--- src/rtl/max_pool_2d_stream_defines.svh ---
`ifndef MAX_POOL_2D_STREAM_DEFINES_SVH
`define MAX_POOL_2D_STREAM_DEFINES_SVH

// Same-cycle implication, checked outside reset.
`define MP2D_ASSERT_SAME(lbl, clk, rst_n, ante, cons, msg) \
  lbl: assert property (@(posedge clk) disable iff (!rst_n) (ante) |-> (cons)) \
    else $error(msg);

// Next-cycle implication, checked outside reset.
`define MP2D_ASSERT_NEXT(lbl, clk, rst_n, ante, cons, msg) \
  lbl: assert property (@(posedge clk) disable iff (!rst_n) (ante) |=> (cons)) \
    else $error(msg);

`endif

--- src/rtl/mp2d_pkg.sv ---
`default_nettype none

package mp2d_pkg;

  // Register field widths.
  localparam int WIN_W     = 4;
  localparam int ROWS_W    = 10;
  localparam int COLS_W    = 10;
  localparam int CHAN_W    = 11;
  localparam int CFG_W     = 11;
  localparam int CFG_IDX_W = 3;

  // Default sizing of the block.
  localparam int DEF_MAX_IMAGE_COLS = 512;
  localparam int DEF_MAX_IMAGE_ROWS = 512;
  localparam int DEF_MAX_WINDOW     = 8;
  localparam int DEF_MAX_CHANNELS   = 1024;
  localparam int DEF_SAMPLE_WIDTH   = 16;

  // Register values after reset.
  localparam logic [WIN_W-1:0]  RST_WINDOW_ROWS   = WIN_W'(2);
  localparam logic [WIN_W-1:0]  RST_WINDOW_COLS   = WIN_W'(2);
  localparam logic [ROWS_W-1:0] RST_IMAGE_ROWS    = ROWS_W'(32);
  localparam logic [COLS_W-1:0] RST_IMAGE_COLS    = COLS_W'(32);
  localparam logic [CHAN_W-1:0] RST_CHANNEL_COUNT = CHAN_W'(1);

  // Result queue depth and its count width.
  localparam int OUTQ_DEPTH = 4;
  localparam int OUTQ_PTR_W = 2;
  localparam int OUTQ_CNT_W = 3;

  typedef enum logic [CFG_IDX_W-1:0] {
    CFG_WINDOW_ROWS   = 3'd0,
    CFG_WINDOW_COLS   = 3'd1,
    CFG_IMAGE_ROWS    = 3'd2,
    CFG_IMAGE_COLS    = 3'd3,
    CFG_CHANNEL_COUNT = 3'd4
  } cfg_reg_e;

  // Per-sample command from the raster walker to the column store.
  typedef struct packed {
    logic use_store;
    logic first;
    logic emit;
    logic last;
  } mp2d_req_t;

endpackage

`default_nettype wire

--- src/rtl/mp2d_outq.sv ---
`default_nettype none

module mp2d_outq #(
  parameter int DATA_W = mp2d_pkg::DEF_SAMPLE_WIDTH - 1
) (
  input  wire                                 clk_i,
  input  wire                                 rst_ni,
  input  wire                                 push_i,
  input  wire                                 push_last_i,
  input  wire  [DATA_W-1:0]                   push_value_i,
  input  wire                                 inflight_i,
  output logic                                space_o,
  output logic [mp2d_pkg::OUTQ_CNT_W-1:0]     count_o,
  output logic                                valid_o,
  input  wire                                 ready_i,
  output logic [DATA_W-1:0]                   value_o,
  output logic                                last_o
);
  import mp2d_pkg::*;

  logic [DATA_W:0]         entry [OUTQ_DEPTH];
  logic [OUTQ_PTR_W-1:0]   wptr_q, rptr_q;
  logic [OUTQ_CNT_W-1:0]   cnt_q, cnt_d;
  logic                    pop;

  assign pop     = valid_o && ready_i;
  assign valid_o = (cnt_q != '0);
  assign value_o = entry[rptr_q][DATA_W-1:0];
  assign last_o  = entry[rptr_q][DATA_W];
  assign count_o = cnt_q;
  // Room for a new item counts the result that may still be in flight.
  assign space_o = (cnt_q + OUTQ_CNT_W'(inflight_i)) < OUTQ_CNT_W'(OUTQ_DEPTH);

  always_comb begin
    cnt_d = cnt_q;
    if (push_i && !pop) begin
      cnt_d = cnt_q + OUTQ_CNT_W'(1);
    end else if (pop && !push_i) begin
      cnt_d = cnt_q - OUTQ_CNT_W'(1);
    end
  end

  always_ff @(posedge clk_i) begin
    if (push_i) begin
      entry[wptr_q] <= {push_last_i, push_value_i};
    end
  end

  always_ff @(posedge clk_i or negedge rst_ni) begin
    if (!rst_ni) begin
      wptr_q <= '0;
      rptr_q <= '0;
      cnt_q  <= '0;
    end else begin
      if (push_i) begin
        wptr_q <= wptr_q + OUTQ_PTR_W'(1);
      end
      if (pop) begin
        rptr_q <= rptr_q + OUTQ_PTR_W'(1);
      end
      cnt_q <= cnt_d;
    end
  end

endmodule

`default_nettype wire

--- config.mk ---
export PLATFORM = sky130hd
export DESIGN_NAME = mp2d_outq
export DESIGN_NICKNAME = d
export VERILOG_FILES = /design/src/rtl/max_pool_2d_stream_defines.svh /design/src/rtl/mp2d_pkg.sv /design/src/rtl/mp2d_outq.sv
export SDC_FILE = /design/constraint.sdc
export NUM_CORES = 1
export LEC_CHECK = 0
export BUFFER_PORTS_ARGS = -buffer_cell sky130_fd_sc_hd__buf_2
export CORE_AREA = 2 2 78 80
export DETAILED_ROUTE_END_ITERATION = 10
export DIE_AREA = 0 0 80 82
export HOLD_SLACK_MARGIN = 0.02
export MAX_ROUTING_LAYER = met4
export PLACE_DENSITY = 0.69
export RECOVER_POWER = 100
export SYNTH_ARGS = -nofsm -noshare
export SYNTH_HDL_FRONTEND = slang
export SYNTH_SLANG_ARGS = --single-unit
--- constraint.sdc ---
create_clock -name clk_i -period 2.6 [get_ports clk_i]
set_input_delay 0.65 -clock clk_i [delete_from_list [all_inputs] [get_ports clk_i]]
set_output_delay 0.65 -clock clk_i [all_outputs]
set_load 0.05 [all_outputs]
==> results of run 1 <==
## path summary, 6_finish.rpt
path / startpoint / to / slack (ps)
max: rptr_q[0]$_DFFE_PN0P_ / value_o[5] / 150
min: rst_ni / wptr_q[1]$_DFFE_PN0P_ / 210
max reg2reg: count_o[0]$_DFFE_PN0P_ / count_o[2]$_DFFE_PN0P_ / 430
min reg2reg: wptr_q[0]$_DFFE_PN0P_ / wptr_q[0]$_DFFE_PN0P_ / 530
max in group asynchronous: rst_ni / rptr_q[0]$_DFFE_PN0P_ / 2100
min in group clk_i: wptr_q[0]$_DFFE_PN0P_ / wptr_q[0]$_DFFE_PN0P_ / 530
## area by class of cell
cell class,instances,area [um2],share of cell area
well taps,75,93.8,0.0287
clock buffers,9,124,0.0378
repair buffers,47,233,0.0711
flip-flops and latches,71,2100,0.641
clock inverters,7,111,0.0340
multi-input cells,41,603,0.184
inverters,3,11.3,0.00344
## routing by layer
metal  wire length (um)  track usage  up-vias
met5                  0            -        -
met4                 59       0.0610        0
met3                152       0.0330       10
li1                   -            -      597
met2               2300        0.244       31
met1               1790        0.181      655
## cell families (layout without fill, tap and decap cells)
family                     count (synthesis)  count (layout)  share of synthesized area
AOI/OAI and AO/OA                          1               1                    0.00182
xor gates and xnor gates                   7               7                     0.0223
adders and majority gates                  6               6                     0.0300
buffers and inverters                      7              66                     0.0191
DFF                                       71              71                      0.762
muxes                                     17              17                      0.146
and+or+nand+nor                           10              10                     0.0191
## worst reg2reg max path, delay by kind of cell, from the launching register on
kind                     cells  cell delay [ps]
adder cells (fa/ha/maj)      2              570
XOR/XNOR                     2              320
AND/OR/NAND/NOR              3              700
flip-flops                   1              450
buffers and inverters        1               60
## state kept, by name, summed over array words and instances, names as in the netlist
register  flops
wptr_q        2
entry        64
rptr_q        2
count_o       3
## cell usage after synthesis (all sizes together)
cell type,n
nand2,2
dfrtp,7
mux4,16
edfxtp,64
and2,4
mux2,1
ha,5
nand3,2
nor2,1
xnor2,3
inv,3
o21ai,1
buf,4
or3,1
xor2,4
fa,1
## per-stage QoR
step                      utilization  instance area [um2]  hold WS, ps  setup WS (ps)  instances
after global routing            0.570                 3270          231           54.4        253
after CTS                       0.577                 3320          137            145        253
after floorplan                     -                 2750          354           79.6        119
after global placement          0.536                 3080          489            524        237
final                           0.570                 3270          214            148        253
after detailed placement        0.536                 3080          496            448        237
==> flow_metrics.tcl, run 1 <==
set metrics [dict create \
    status "completed" \
    final_max_slew_viol_count 0 \
    clock-sinks 71 \
    tritoncts "done" \
    core_um2 5750 \
    post_drt_wl_per_cell_um 17.0 \
    final_common_cell "edfxtp_1" \
    ys_seq_elements 71 \
    postCtsSetupRepairBufs 0 \
    synth_top_cells_by_area "edfxtp_1 (70%), mux4_1 (7.6%), mux4_2 (6.5%)" \
    slowest_stage "mux4_1" \
    synth_cell_type_count 19 \
    antenna_found_initial 0 \
    die_y_um 82 \
    worstSkewPairLatency_ps 330 \
    drc 0 \
    grt_remaining_overflow 0 \
    yosysTopAreaCellShare 0.698 \
    path_depth 3 \
    end_kind "primary output" \
    fin_worst_skew_ps 8.20 \
    antennaDiodeCount 0 \
    drive_gt1_frac 0.253 \
    cts_buffers 9 \
    holdBufCountCts 0 \
    seq_area_frac_synth 0.762 \
    firstDrtPassIters 4 \
    initialDrtViolationCount 103 \
    via_count 1293 \
    slew-limit-headroom 0.281 \
    finalSetupViolations 0 \
    die_area_um2 6560 \
    synth_cells 119 \
    nFillCells 458 \
    syn_area_um2 2750 \
    area_delta_synth_final_pct 18.9 \
    period_minus_slack_ps 2450 \
    synth_warnings 0 \
    routed_wl_um 4300 \
    critical-path-max-stage-delay_ps 590 \
    viasPerCell 5.11 \
    cp.arrival_ps 1800 \
    reg2regPathDepth 8 \
    rows 28 \
    required_ps 1950 \
    avgSynthCellArea_um2 23.1 \
    path_max_fanout 16 \
    io_pins 42 \
    clockRootBuffer "clkbuf_8" \
    gp_congestion 0.755 \
    path_buf_inv 2 \
    most-common-layout-cells "edfxtp_1 (64), clkbuf_1 (26), clkbuf_2 (15)" \
    initial_core_util 0.479 \
    cts_resized 0 \
    htreeDepth 3 \
    grt_first_pass_wirelength_um 6730 \
    max_freq_mhz 408 \
    cts.path.max_buffers 2 \
    clkTransAtPathRegs_ps 70 \
    final-hold-violation-count 0 \
    final_antenna_net_count 0 \
    die_w_um 80 \
    grtUsageTotal 0.149 \
    worst_slew_pin_slew_ps 1080 \
    finalCritPeriodShare 0.943 \
    fin_tns_setup_ps 0 \
    start_kind "flip-flop" \
    crit_chain "buf_12, mux4_1, clkbuf_2" \
    critPathKind "reg -> out" \
    fin_nets 200 \
    hpwl_um 2930 \
    grt_max_degree 17 \
    syn_nets 146 \
    hold_path_class "in -> async" \
    yosysTopAreaCell "edfxtp_1" \
    maxCapViolCount 0 \
    io_buffers 41 \
    grt_pass1_vias 1338 \
    path_delay_family "multiplexers" \
    rsz0062_at_grt "no" \
]
Power of run 1 is not shown: default switching activity piles up to over one toggle a cycle in this logic, so the estimate is an artifact.
==> run 2: changes to the inputs <==
--- a/config.mk
+++ b/config.mk
@@ -5,13 +5,14 @@
 export SDC_FILE = /design/constraint.sdc
 export NUM_CORES = 1
 export LEC_CHECK = 0
+export ABC_AREA = 1
 export BUFFER_PORTS_ARGS = -buffer_cell sky130_fd_sc_hd__buf_2
-export CORE_AREA = 2 2 78 80
+export CORE_AREA = 2 2 82 84
 export DETAILED_ROUTE_END_ITERATION = 10
-export DIE_AREA = 0 0 80 82
+export DIE_AREA = 0 0 84 86
 export HOLD_SLACK_MARGIN = 0.02
 export MAX_ROUTING_LAYER = met4
-export PLACE_DENSITY = 0.69
+export PLACE_DENSITY = 0.68
 export RECOVER_POWER = 100
 export SYNTH_ARGS = -nofsm -noshare
 export SYNTH_HDL_FRONTEND = slang
==> run 2 against run 1 <==
Effect of this change:
- sequential share of layout area fell by 2.6 points
- sequential cell count unchanged
- core utilization shrank 2.7 points
- first-iteration DRC count decreased by 8.7%
- register-to-register slack gained 230 ps
- global-route usage is 1.1 points higher
- clock-buffer cell count is 2 higher
- wire length rose by 18%
- fmax rose by 2.4%
- critical path type unchanged
==> flow_metrics.tcl, run 2 <==
set metrics [dict create \
    pre_cts_ws_ps 448 \
    io_buffers 41 \
    gp_congestion 0.739 \
    required_ps 1950 \
    wl_met1_um 2290 \
    seq_area_frac_synth 0.697 \
    top_register "entry" \
    firstDrtPassIters 4 \
    routed.top_layer "met4" \
    yosysTopAreaCell "edfxtp_1" \
    synth_top_cells_by_area "edfxtp_1 (64%), nand2_1 (8.5%), o211ai_1 (7.5%)" \
    final_core_util 0.543 \
    viasPerCell 4.80 \
    period_minus_slack_ps 2400 \
    grt_remaining_overflow 0 \
    avgSynthCellArea_um2 12.4 \
    rows 29 \
    clkTransAtPathRegs_ps 70 \
    async_reset_ff_frac 0.0986 \
    antennaDiodeCount 0 \
    drc 0 \
    grtUsageTotal 0.160 \
    drive_gt1_frac 0.114 \
    nFillCells 561 \
    fin_worst_skew_ps 3.78 \
    place_area_um2 3280 \
    post_drt_wl_per_cell_um 13.6 \
    tritoncts "done" \
    final-hold-violation-count 0 \
    antenna_found_initial 0 \
    largest_reg_flops 64 \
    die_area_um2 7220 \
    hpwl_um 3290 \
    area_delta_synth_final_pct 13.3 \
    most-common-layout-cells "nand2_1 (68), edfxtp_1 (64), inv_1 (43)" \
    ys_dominant_reg_cell "edfxtp_1" \
    design_area_um2 3410 \
    maxCapViolCount 0 \
    fin_tns_setup_ps 0 \
    hold_path_class "in -> async" \
    grt_pass1_vias 1812 \
    end_kind "primary output" \
    finalSetupViolations 0 \
    cts_resized 0 \
    grt_first_pass_wirelength_um 8440 \
    initial_core_util 0.480 \
    path_max_fanout 30 \
    yosysTopAreaCellShare 0.638 \
    multi_input_comb_area_um2 649 \
    fin_nets 319 \
    critPathKind "reg -> out" \
    start_kind "flip-flop" \
    synth-edff-count 64 \
    clock-sinks 71 \
    seq_area_um2 2100 \
    cts.path.max_buffers 2 \
    htreeDepth 3 \
    worst_slew_pin_slew_ps 1050 \
    core_um2 6280 \
    final_antenna_net_count 0 \
    io_pins 42 \
    finalCritPeriodShare 0.921 \
    synthTopCellsByCount "nand2_1 (68), edfxtp_1 (64), inv_1 (43), o211ai_1 (30), dfrtp_1 (7)" \
    r2r_slack_ps 660 \
    via_count 1796 \
    slew-limit-headroom 0.299 \
    final_common_cell "nand2_1" \
    synth_cells 243 \
    die_y_um 86 \
    rsz0062_at_grt "no" \
    yosysMostFrequentCell "nand2_1" \
    routed_wl_um 5070 \
    postCtsSetupRepairBufs 0 \
    die_w_um 84 \
    grt_max_degree 31 \
    syn_area_um2 3010 \
    status "completed" \
    synth_warnings 0 \
    setup_ws_ps 205 \
    holdBufCountCts 0 \
    ys_seq_elements 71 \
    max_freq_mhz 417 \
    synth_cell_type_count 19 \
    final_max_slew_viol_count 0 \
    clockRootBuffer "clkbuf_8" \
    cts_buffers 9 \
    syn_nets 270 \
    cp.arrival_ps 1750 \
    worstSkewPairLatency_ps 330 \
    initialDrtViolationCount 94 \
    dr_wl_met2_um 2470 \
    dr_wl_met3_um 236 \
]
run 2: path summary, 6_finish.rpt:
check,cells after the start,from,to
setup / recovery,6,rptr_q[0]$_DFFE_PN0P_,value_o[9]
hold / removal,1,rst_ni,count_o[2]$_DFFE_PN0P_
setup reg to reg,5,wptr_q[0]$_DFFE_PN0P_,entry[2][15]$_DFFE_PP_
hold reg to reg,1,wptr_q[0]$_DFFE_PN0P_,wptr_q[0]$_DFFE_PN0P_
max in group asynchronous,1,rst_ni,rptr_q[0]$_DFFE_PN0P_
min in group clk_i,1,wptr_q[0]$_DFFE_PN0P_,wptr_q[0]$_DFFE_PN0P_
run 2: kinds of logic (layout without fill, tap and decap cells):
kind of cell / Yosys count / in the layout / share of synthesized area
XOR/XNOR: 3 / 3 / 0.00873
AO/OA/AOI/OAI: 33 / 33 / 0.0848
AND/OR/NAND/NOR: 74 / 74 / 0.0948
buffers and inverters: 56 / 110 / 0.0877
flip-flops: 71 / 71 / 0.697
adder cells (fa/ha/maj): 6 / 6 / 0.0274
run 2: final cells by class:
cell class / instances / share of cell area
sequential: 71 / 0.615
clock inverter: 5 / 0.0143
clock buffer: 11 / 0.0385
tap: 77 / 0.0283
multi-input combinational: 116 / 0.190
inverter: 45 / 0.0503
timing repair buffer: 49 / 0.0631
run 2: worst max-delay path, cell delays in order, from the launching register on:
cell	delay, ps
dfrtp_1	420
inv_4	240
buf_4	240
nand2_1	80
o211ai_1	90
nand2_1	80
clkbuf_2	240
run 2: metal layers:
layer	GRT usage	vias to the layer above
met5	-	-
met4	0.0572	0
met3	0.0577	8
met2	0.257	33
met1	0.187	836
li1	-	919
run 2: stage by stage:
| stage | hold WS (ps) | std cells |
|---|---|---|
| finish | 205 | 374 |
| global placement | 494 | 358 |
| global route | 215 | 374 |
| floorplan | 354 | 243 |
| detailed placement | 493 | 358 |
| CTS | 128 | 374 |
Power of run 2 is left out for the same reason.
