<file path="src/rtl/max_pool_2d_stream_defines.svh">
`ifndef MAX_POOL_2D_STREAM_DEFINES_SVH
`define MAX_POOL_2D_STREAM_DEFINES_SVH

// Same-cycle implication, checked outside reset.
`define MP2D_ASSERT_SAME(lbl, clk, rst_n, ante, cons, msg) \
  lbl: assert property (@(posedge clk) disable iff (!rst_n) (ante) |-> (cons)) \
    else $error(msg);

// Next-cycle implication, checked outside reset.
`define MP2D_ASSERT_NEXT(lbl, clk, rst_n, ante, cons, msg) \
  lbl: assert property (@(posedge clk) disable iff (!rst_n) (ante) |=> (cons)) \
    else $error(msg);

`endif

</file>
<file path="src/rtl/mp2d_pkg.sv">
`default_nettype none

package mp2d_pkg;

  // Register field widths.
  localparam int WIN_W     = 4;
  localparam int ROWS_W    = 10;
  localparam int COLS_W    = 10;
  localparam int CHAN_W    = 11;
  localparam int CFG_W     = 11;
  localparam int CFG_IDX_W = 3;

  // Default sizing of the block.
  localparam int DEF_MAX_IMAGE_COLS = 512;
  localparam int DEF_MAX_IMAGE_ROWS = 512;
  localparam int DEF_MAX_WINDOW     = 8;
  localparam int DEF_MAX_CHANNELS   = 1024;
  localparam int DEF_SAMPLE_WIDTH   = 16;

  // Register values after reset.
  localparam logic [WIN_W-1:0]  RST_WINDOW_ROWS   = WIN_W'(2);
  localparam logic [WIN_W-1:0]  RST_WINDOW_COLS   = WIN_W'(2);
  localparam logic [ROWS_W-1:0] RST_IMAGE_ROWS    = ROWS_W'(32);
  localparam logic [COLS_W-1:0] RST_IMAGE_COLS    = COLS_W'(32);
  localparam logic [CHAN_W-1:0] RST_CHANNEL_COUNT = CHAN_W'(1);

  // Result queue depth and its count width.
  localparam int OUTQ_DEPTH = 4;
  localparam int OUTQ_PTR_W = 2;
  localparam int OUTQ_CNT_W = 3;

  typedef enum logic [CFG_IDX_W-1:0] {
    CFG_WINDOW_ROWS   = 3'd0,
    CFG_WINDOW_COLS   = 3'd1,
    CFG_IMAGE_ROWS    = 3'd2,
    CFG_IMAGE_COLS    = 3'd3,
    CFG_CHANNEL_COUNT = 3'd4
  } cfg_reg_e;

  // Per-sample command from the raster walker to the column store.
  typedef struct packed {
    logic use_store;
    logic first;
    logic emit;
    logic last;
  } mp2d_req_t;

endpackage

`default_nettype wire

</file>
<file path="src/rtl/mp2d_ctrl.sv">
`default_nettype none

module mp2d_ctrl #(
  parameter int MAX_IMAGE_COLS = mp2d_pkg::DEF_MAX_IMAGE_COLS,
  parameter int MAX_IMAGE_ROWS = mp2d_pkg::DEF_MAX_IMAGE_ROWS,
  parameter int MAX_WINDOW     = mp2d_pkg::DEF_MAX_WINDOW,
  parameter int MAX_CHANNELS   = mp2d_pkg::DEF_MAX_CHANNELS
) (
  input  wire                                  clk_i,
  input  wire                                  rst_ni,
  input  wire                                  cfg_we_i,
  input  wire  [mp2d_pkg::CFG_IDX_W-1:0]       cfg_index_i,
  input  wire  [mp2d_pkg::CFG_W-1:0]           cfg_wdata_i,
  input  wire                                  acc_i,
  output mp2d_pkg::mp2d_req_t                  req_o,
  output logic [$clog2(MAX_IMAGE_COLS)-1:0]    addr_o
);
  import mp2d_pkg::*;

  localparam int AW = $clog2(MAX_IMAGE_COLS);

  logic [WIN_W-1:0]  win_rows_q, win_cols_q;
  logic [ROWS_W-1:0] img_rows_q;
  logic [COLS_W-1:0] img_cols_q;
  logic [CHAN_W-1:0] chan_cnt_q;

  logic [WIN_W-1:0]  wr, wc;
  logic [ROWS_W-1:0] rows;
  logic [COLS_W-1:0] cols;
  logic [CHAN_W-1:0] chans;

  logic [COLS_W-1:0] col_q, col_d, col_start_q, col_start_d;
  logic [ROWS_W-1:0] row_q, row_d, row_start_q, row_start_d;
  logic [CHAN_W-1:0] chan_q, chan_d;
  logic [WIN_W-1:0]  cphase_q, cphase_d, rphase_q, rphase_d;
  logic [AW-1:0]     ocol_q, ocol_d;

  logic restart;
  logic col_fit, row_fit, row_end, col_end, chan_end;

  // Out-of-range register values act as the nearest legal value.
  always_comb begin
    wr = (win_rows_q == '0) ? WIN_W'(1) :
         (int'(win_rows_q) > MAX_WINDOW) ? WIN_W'(MAX_WINDOW) : win_rows_q;
    wc = (win_cols_q == '0) ? WIN_W'(1) :
         (int'(win_cols_q) > MAX_WINDOW) ? WIN_W'(MAX_WINDOW) : win_cols_q;
    rows = (img_rows_q == '0) ? ROWS_W'(1) :
           (int'(img_rows_q) > MAX_IMAGE_ROWS) ? ROWS_W'(MAX_IMAGE_ROWS) : img_rows_q;
    cols = (img_cols_q == '0) ? COLS_W'(1) :
           (int'(img_cols_q) > MAX_IMAGE_COLS) ? COLS_W'(MAX_IMAGE_COLS) : img_cols_q;
    chans = (chan_cnt_q == '0) ? CHAN_W'(1) :
            (int'(chan_cnt_q) > MAX_CHANNELS) ? CHAN_W'(MAX_CHANNELS) : chan_cnt_q;
  end

  always_comb begin
    restart = 1'b0;
    if (cfg_we_i) begin
      case (cfg_index_i)
        CFG_WINDOW_ROWS, CFG_WINDOW_COLS, CFG_IMAGE_ROWS,
        CFG_IMAGE_COLS, CFG_CHANNEL_COUNT: restart = 1'b1;
        default: restart = 1'b0;
      endcase
    end
  end

  always_ff @(posedge clk_i or negedge rst_ni) begin
    if (!rst_ni) begin
      win_rows_q <= RST_WINDOW_ROWS;
      win_cols_q <= RST_WINDOW_COLS;
      img_rows_q <= RST_IMAGE_ROWS;
      img_cols_q <= RST_IMAGE_COLS;
      chan_cnt_q <= RST_CHANNEL_COUNT;
    end else if (cfg_we_i) begin
      case (cfg_index_i)
        CFG_WINDOW_ROWS:   win_rows_q <= cfg_wdata_i[WIN_W-1:0];
        CFG_WINDOW_COLS:   win_cols_q <= cfg_wdata_i[WIN_W-1:0];
        CFG_IMAGE_ROWS:    img_rows_q <= cfg_wdata_i[ROWS_W-1:0];
        CFG_IMAGE_COLS:    img_cols_q <= cfg_wdata_i[COLS_W-1:0];
        CFG_CHANNEL_COUNT: chan_cnt_q <= cfg_wdata_i[CHAN_W-1:0];
        default: ;
      endcase
    end
  end

  // A sample is pooled when the window it belongs to lies wholly inside
  // the image; the window start registers make that a single add and compare.
  always_comb begin
    col_fit  = ((COLS_W+1)'(col_start_q) + (COLS_W+1)'(wc)) <= (COLS_W+1)'(cols);
    row_fit  = ((ROWS_W+1)'(row_start_q) + (ROWS_W+1)'(wr)) <= (ROWS_W+1)'(rows);
    col_end  = ((COLS_W+1)'(col_q) + (COLS_W+1)'(wc)) >= (COLS_W+1)'(cols);
    row_end  = ((ROWS_W+1)'(row_q) + (ROWS_W+1)'(wr)) >= (ROWS_W+1)'(rows);
    chan_end = ((CHAN_W+1)'(chan_q) + (CHAN_W+1)'(1)) >= (CHAN_W+1)'(chans);

    req_o.use_store = col_fit && row_fit;
    req_o.first     = (rphase_q == '0) && (cphase_q == '0);
    req_o.emit      = col_fit && row_fit && (rphase_q == wr - WIN_W'(1)) &&
                      (cphase_q == wc - WIN_W'(1));
    req_o.last      = chan_end && row_end && col_end;
    addr_o          = ocol_q;
  end

  always_comb begin
    col_d       = col_q;
    col_start_d = col_start_q;
    row_d       = row_q;
    row_start_d = row_start_q;
    chan_d      = chan_q;
    cphase_d    = cphase_q;
    rphase_d    = rphase_q;
    ocol_d      = ocol_q;
    if (restart) begin
      col_d       = '0;
      col_start_d = '0;
      row_d       = '0;
      row_start_d = '0;
      chan_d      = '0;
      cphase_d    = '0;
      rphase_d    = '0;
      ocol_d      = '0;
    end else if (acc_i) begin
      if (((COLS_W+1)'(col_q) + (COLS_W+1)'(1)) >= (COLS_W+1)'(cols)) begin
        col_d       = '0;
        col_start_d = '0;
        cphase_d    = '0;
        ocol_d      = '0;
        if (((ROWS_W+1)'(row_q) + (ROWS_W+1)'(1)) >= (ROWS_W+1)'(rows)) begin
          row_d       = '0;
          row_start_d = '0;
          rphase_d    = '0;
          chan_d      = chan_end ? '0 : chan_q + CHAN_W'(1);
        end else begin
          row_d = row_q + ROWS_W'(1);
          if (((WIN_W+1)'(rphase_q) + (WIN_W+1)'(1)) >= (WIN_W+1)'(wr)) begin
            rphase_d    = '0;
            row_start_d = row_q + ROWS_W'(1);
          end else begin
            rphase_d = rphase_q + WIN_W'(1);
          end
        end
      end else begin
        col_d = col_q + COLS_W'(1);
        if (((WIN_W+1)'(cphase_q) + (WIN_W+1)'(1)) >= (WIN_W+1)'(wc)) begin
          cphase_d    = '0;
          col_start_d = col_q + COLS_W'(1);
          ocol_d      = ocol_q + AW'(1);
        end else begin
          cphase_d = cphase_q + WIN_W'(1);
        end
      end
    end
  end

  always_ff @(posedge clk_i or negedge rst_ni) begin
    if (!rst_ni) begin
      col_q       <= '0;
      col_start_q <= '0;
      row_q       <= '0;
      row_start_q <= '0;
      chan_q      <= '0;
      cphase_q    <= '0;
      rphase_q    <= '0;
      ocol_q      <= '0;
    end else begin
      col_q       <= col_d;
      col_start_q <= col_start_d;
      row_q       <= row_d;
      row_start_q <= row_start_d;
      chan_q      <= chan_d;
      cphase_q    <= cphase_d;
      rphase_q    <= rphase_d;
      ocol_q      <= ocol_d;
    end
  end

endmodule

`default_nettype wire

</file>
<file path="config.mk">
export PLATFORM = sky130hd
export DESIGN_NAME = mp2d_ctrl
export DESIGN_NICKNAME = d
export VERILOG_FILES = /design/src/rtl/max_pool_2d_stream_defines.svh /design/src/rtl/mp2d_pkg.sv /design/src/rtl/mp2d_ctrl.sv
export SDC_FILE = /design/constraint.sdc
export NUM_CORES = 1
export LEC_CHECK = 0
export BUFFER_PORTS_ARGS = -buffer_cell sky130_fd_sc_hd__buf_2
export CAP_MARGIN = 20
export CORE_ASPECT_RATIO = 0.9
export CORE_MARGIN = 4
export CORE_UTILIZATION = 68
export CTS_CLUSTER_DIAMETER = 30
export DETAILED_ROUTE_END_ITERATION = 16
export GPL_ROUTABILITY_DRIVEN = 0
export PLACE_DENSITY = 0.85
export SYNTH_ARGS = -nofsm -noshare
export SYNTH_HDL_FRONTEND = slang
export SYNTH_SLANG_ARGS = --single-unit
</file>
<file path="constraint.sdc">
create_clock -name clk_i -period 6.2 [get_ports clk_i]
set_input_delay 0.31 -clock clk_i [delete_from_list [all_inputs] [get_ports clk_i]]
set_output_delay 0.31 -clock clk_i [all_outputs]
set_load 0.02 [all_outputs]
</file>
==> impl_metrics.tcl <==
set metrics [dict create \
    drtPass1Iterations 5 \
    worst_slew_margin_rel_pct 48.7 \
    fmaxAchievable_ghz 0.217 \
    timing_worst_slew_pin_value_ns 0.769 \
    detailed_place_hpwl_um 14900 \
    cts_resized 0 \
    final_util_pct 74.9 \
    hold_viol_final 0 \
    worstPathRequired_ns 5.89 \
    vias_in_the_first_global_route 6753 \
    min-delay-path-class "input pin to flop" \
    synth_largest_area_cell "dfrtp_1" \
    cap_viol_max_count 0 \
    synth.net_count 991 \
    endpoint_class_of_the_critical_path "output port" \
    syn-instance-count 864 \
    core.rowCount 37 \
    antenna_violating_nets_post_route 0 \
    grt.overflow.total 0 \
    async_reset_ff_share_pct 100 \
    result_of_the_run "completed" \
    share_of_final_layout_standard_cells_stronger_than_drive_strength_1_pct 11.4 \
    timing.hold.ws_ns 0.175 \
    worst-setup-path-type "flop to output port" \
    rr_startpoint "row_q[0]" \
    cp_max_fo 4 \
    floorplan.core_area_mm2 0.0115 \
    clk_root_buffer_cell "clkbuf_16" \
    ir_drop_mv 0.215 \
    clock_sink_count 107 \
    synth-warning-count 0 \
    fp.dieArea_mm2 0.0136 \
    track_usage_pct 30.6 \
    maxSlewViolCount 0 \
    layout.cells.most_common "ha_1" \
    dr_wl_met2_um 9240 \
    ys.flop_type "dfrtp_1" \
    synth.lib_cells_used.distinct 63 \
    finalPower_mw 3.03 \
    worst_skew_pair_latency_ns 0.37 \
    clock_path_buffers 2 \
    timing.critical_path.from_type "flop" \
    grt_start_max_net_pins 60 \
    area_growth_syn_to_layout_pct 7.50 \
    routed-via-count 6639 \
    reg2reg_to "chan_q[0]" \
    cts_inserted_buffers 9 \
    post_synth_instance_area_mm2 0.00800 \
    seq_area_frac_synth_pct 33.6 \
    num_antenna_cells 0 \
    buffer_ports.inserted 30 \
    cts_tree "built" \
    start_util_pct 69.6 \
    power_density_mw_per_mm2 352 \
    number_of_flip_flops_and_latches_in_the_synthesized_netlist 107 \
    critical_path_arrival_ns 4.30 \
    final.min_clock_period_ns 4.61 \
    crit_path_from "win_cols_q[2]" \
    endpoint "req_o[1]" \
    grt_setup_unrepaired "no" \
    final_min_period_over_clock_period_pct 74.4 \
    cts.htree.levels 3 \
    fin_tns_setup_ns 0 \
    postSynthAreaPerCell_um2 9.25 \
    synth_enable_flop_cells 0 \
    route.final.wire_length_um 19700 \
    worst_setup_hold_path_clk_slew_ns 0.07 \
    post_drt_wl_per_cell_um 18.9 \
    layout.cells.non_filler 1045 \
    route.top_layer_used "met4" \
    rr_worst_depth 13 \
    synthDominantCellAreaShare_pct 31.9 \
    skew_ns 0.00918 \
    grt_pass1_wl_um 33200 \
    post-cts-setup-buffers 0 \
    die_x_um 122 \
    regToRegSetupSlack_ns 2.51 \
    timing.final.setup_violations 0 \
    die_h_um 111 \
    holdBufCountCts 1 \
    dr_wl_met3_um 1560 \
    routedLengthMet1_um 8550 \
    power.static_leakage_nw 4.13 \
    antenna_found_initial 0 \
    num-nets-final 1011 \
    drc_errors 0 \
    drt_iter0_markers 575 \
    vias_per_cell 6.35 \
    final_cell_mix "ha_1, nand2_1, dfrtp_1" \
    pin_count 31 \
    post_synth_main_area_contributors "dfrtp_1, ha_1, mux2_2" \
    placed_instance_count 1028 \
]
-- area by class of cell --
class / instances / area, um^2
Sequential cell: 107 / 2680
Timing Repair Buffer: 39 / 223
Fill cell: 851 / 2890
Clock inverter: 4 / 73.8
Multi-Input combinational cell: 681 / 5010
Inverter: 46 / 173
Tap cell: 156 / 195
Clock buffer: 12 / 236
-- logic make-up (layout without fill, tap and decap cells) --
family	Yosys count	in the layout	share of synthesized area [%]
DFF	107	107	33.6
AOI/OAI and AO/OA	185	185	14.7
adders and majority gates	109	109	17.4
muxes	48	48	6.59
xor gates and xnor gates	66	66	7.23
buffers and inverters	76	101	3.87
and+or+nand+nor	273	273	16.6
-- per-stage QoR --
stage / area (um^2) / setup WS (ns)
2_1_floorplan: 8000 / 2.37
3_3_place_gp: 8270 / 2.26
3_5_place_dp: 8270 / 2.09
4_1_cts: 8590 / 1.64
5_1_grt: 8590 / 1.34
6_report: 8590 / 1.59
-- flip-flops by register name, summed over array words and instances (netlist names) --
| register | count |
|---|---|
| chan_cnt_q | 11 |
| chan_q | 11 |
| col_q | 10 |
| col_start_q | 10 |
| img_cols_q | 10 |
| img_rows_q | 10 |
| row_q | 10 |
| row_start_q | 10 |
| addr_o | 9 |
| cphase_q | 4 |
| rphase_q | 4 |
| win_cols_q | 4 |
| win_rows_q | 4 |
-- metal layers --
metal	up-vias	track usage, %
li1	3117	-
met1	3235	42.1
met2	250	47.7
met3	37	7.70
met4	0	9.03
met5	-	0
-- how the worst min path moves through the flow --
stage / start / endpoint / slack [ns] / depth (start not counted)
global route: cfg_wdata_i[10] / chan_cnt_q[10] / 0.21 / 3
floorplan: rst_ni / addr_o[0] / 0.01 / 0
finish: cfg_wdata_i[10] / chan_cnt_q[10] / 0.17 / 3
global placement: rst_ni / addr_o[7] / 0.36 / 1
detailed placement: rst_ni / addr_o[7] / 0.37 / 1
CTS: cfg_wdata_i[10] / chan_cnt_q[10] / 0.17 / 3
-- where the power goes --
group          internal (mW)  total, mW  switching [mW]  leakage [nW]
clock                  0.356      0.624           0.268         0.151
sequential             0.831      0.981           0.150          1.39
combinational          0.604       1.42           0.821          2.59
-- synthesized netlist by cell type (3+ instances only) --
library cell / instances
ha_1: 105
nand2_1: 103
dfrtp_1: 102
o21ai_0: 69
inv_1: 44
xnor2_1: 39
mux2_2: 37
nor2_1: 37
nand3_1: 34
xor2_1: 27
a21oi_1: 26
a21o_1: 22
nand4_1: 18
nor2b_1: 18
clkbuf_1: 16
nand2b_1: 15
mux2i_1: 11
nor3_1: 10
nor4_1: 10
and3_1: 9
buf_2: 9
o21a_1: 9
a221oi_1: 7
a22o_1: 7
o211ai_1: 6
a31oi_1: 5
dfstp_2: 5
o21ai_1: 5
o31ai_1: 5
fa_1: 4
o21bai_1: 4
and2_1: 3
buf_4: 3
-- critical path, cell delays in order (launching register included) --
cell and delay [ns]:
dfrtp_1 0.40, nor2_1 0.11, nor2_1 0.05, nor2_1 0.23
ha_1 0.25, inv_1 0.07, fa_1 0.43, nor2b_1 0.13
o21ai_0 0.08, nand2b_1 0.13, nand2_1 0.09, nor2_1 0.17
xor2_1 0.17, ha_1 0.28, a21o_1 0.17, a21oi_1 0.17
and2_0 0.14, a221oi_1 0.11, nor4_1 0.48, buf_2 0.26
Note: power is estimated with default switching activity, not from simulation.
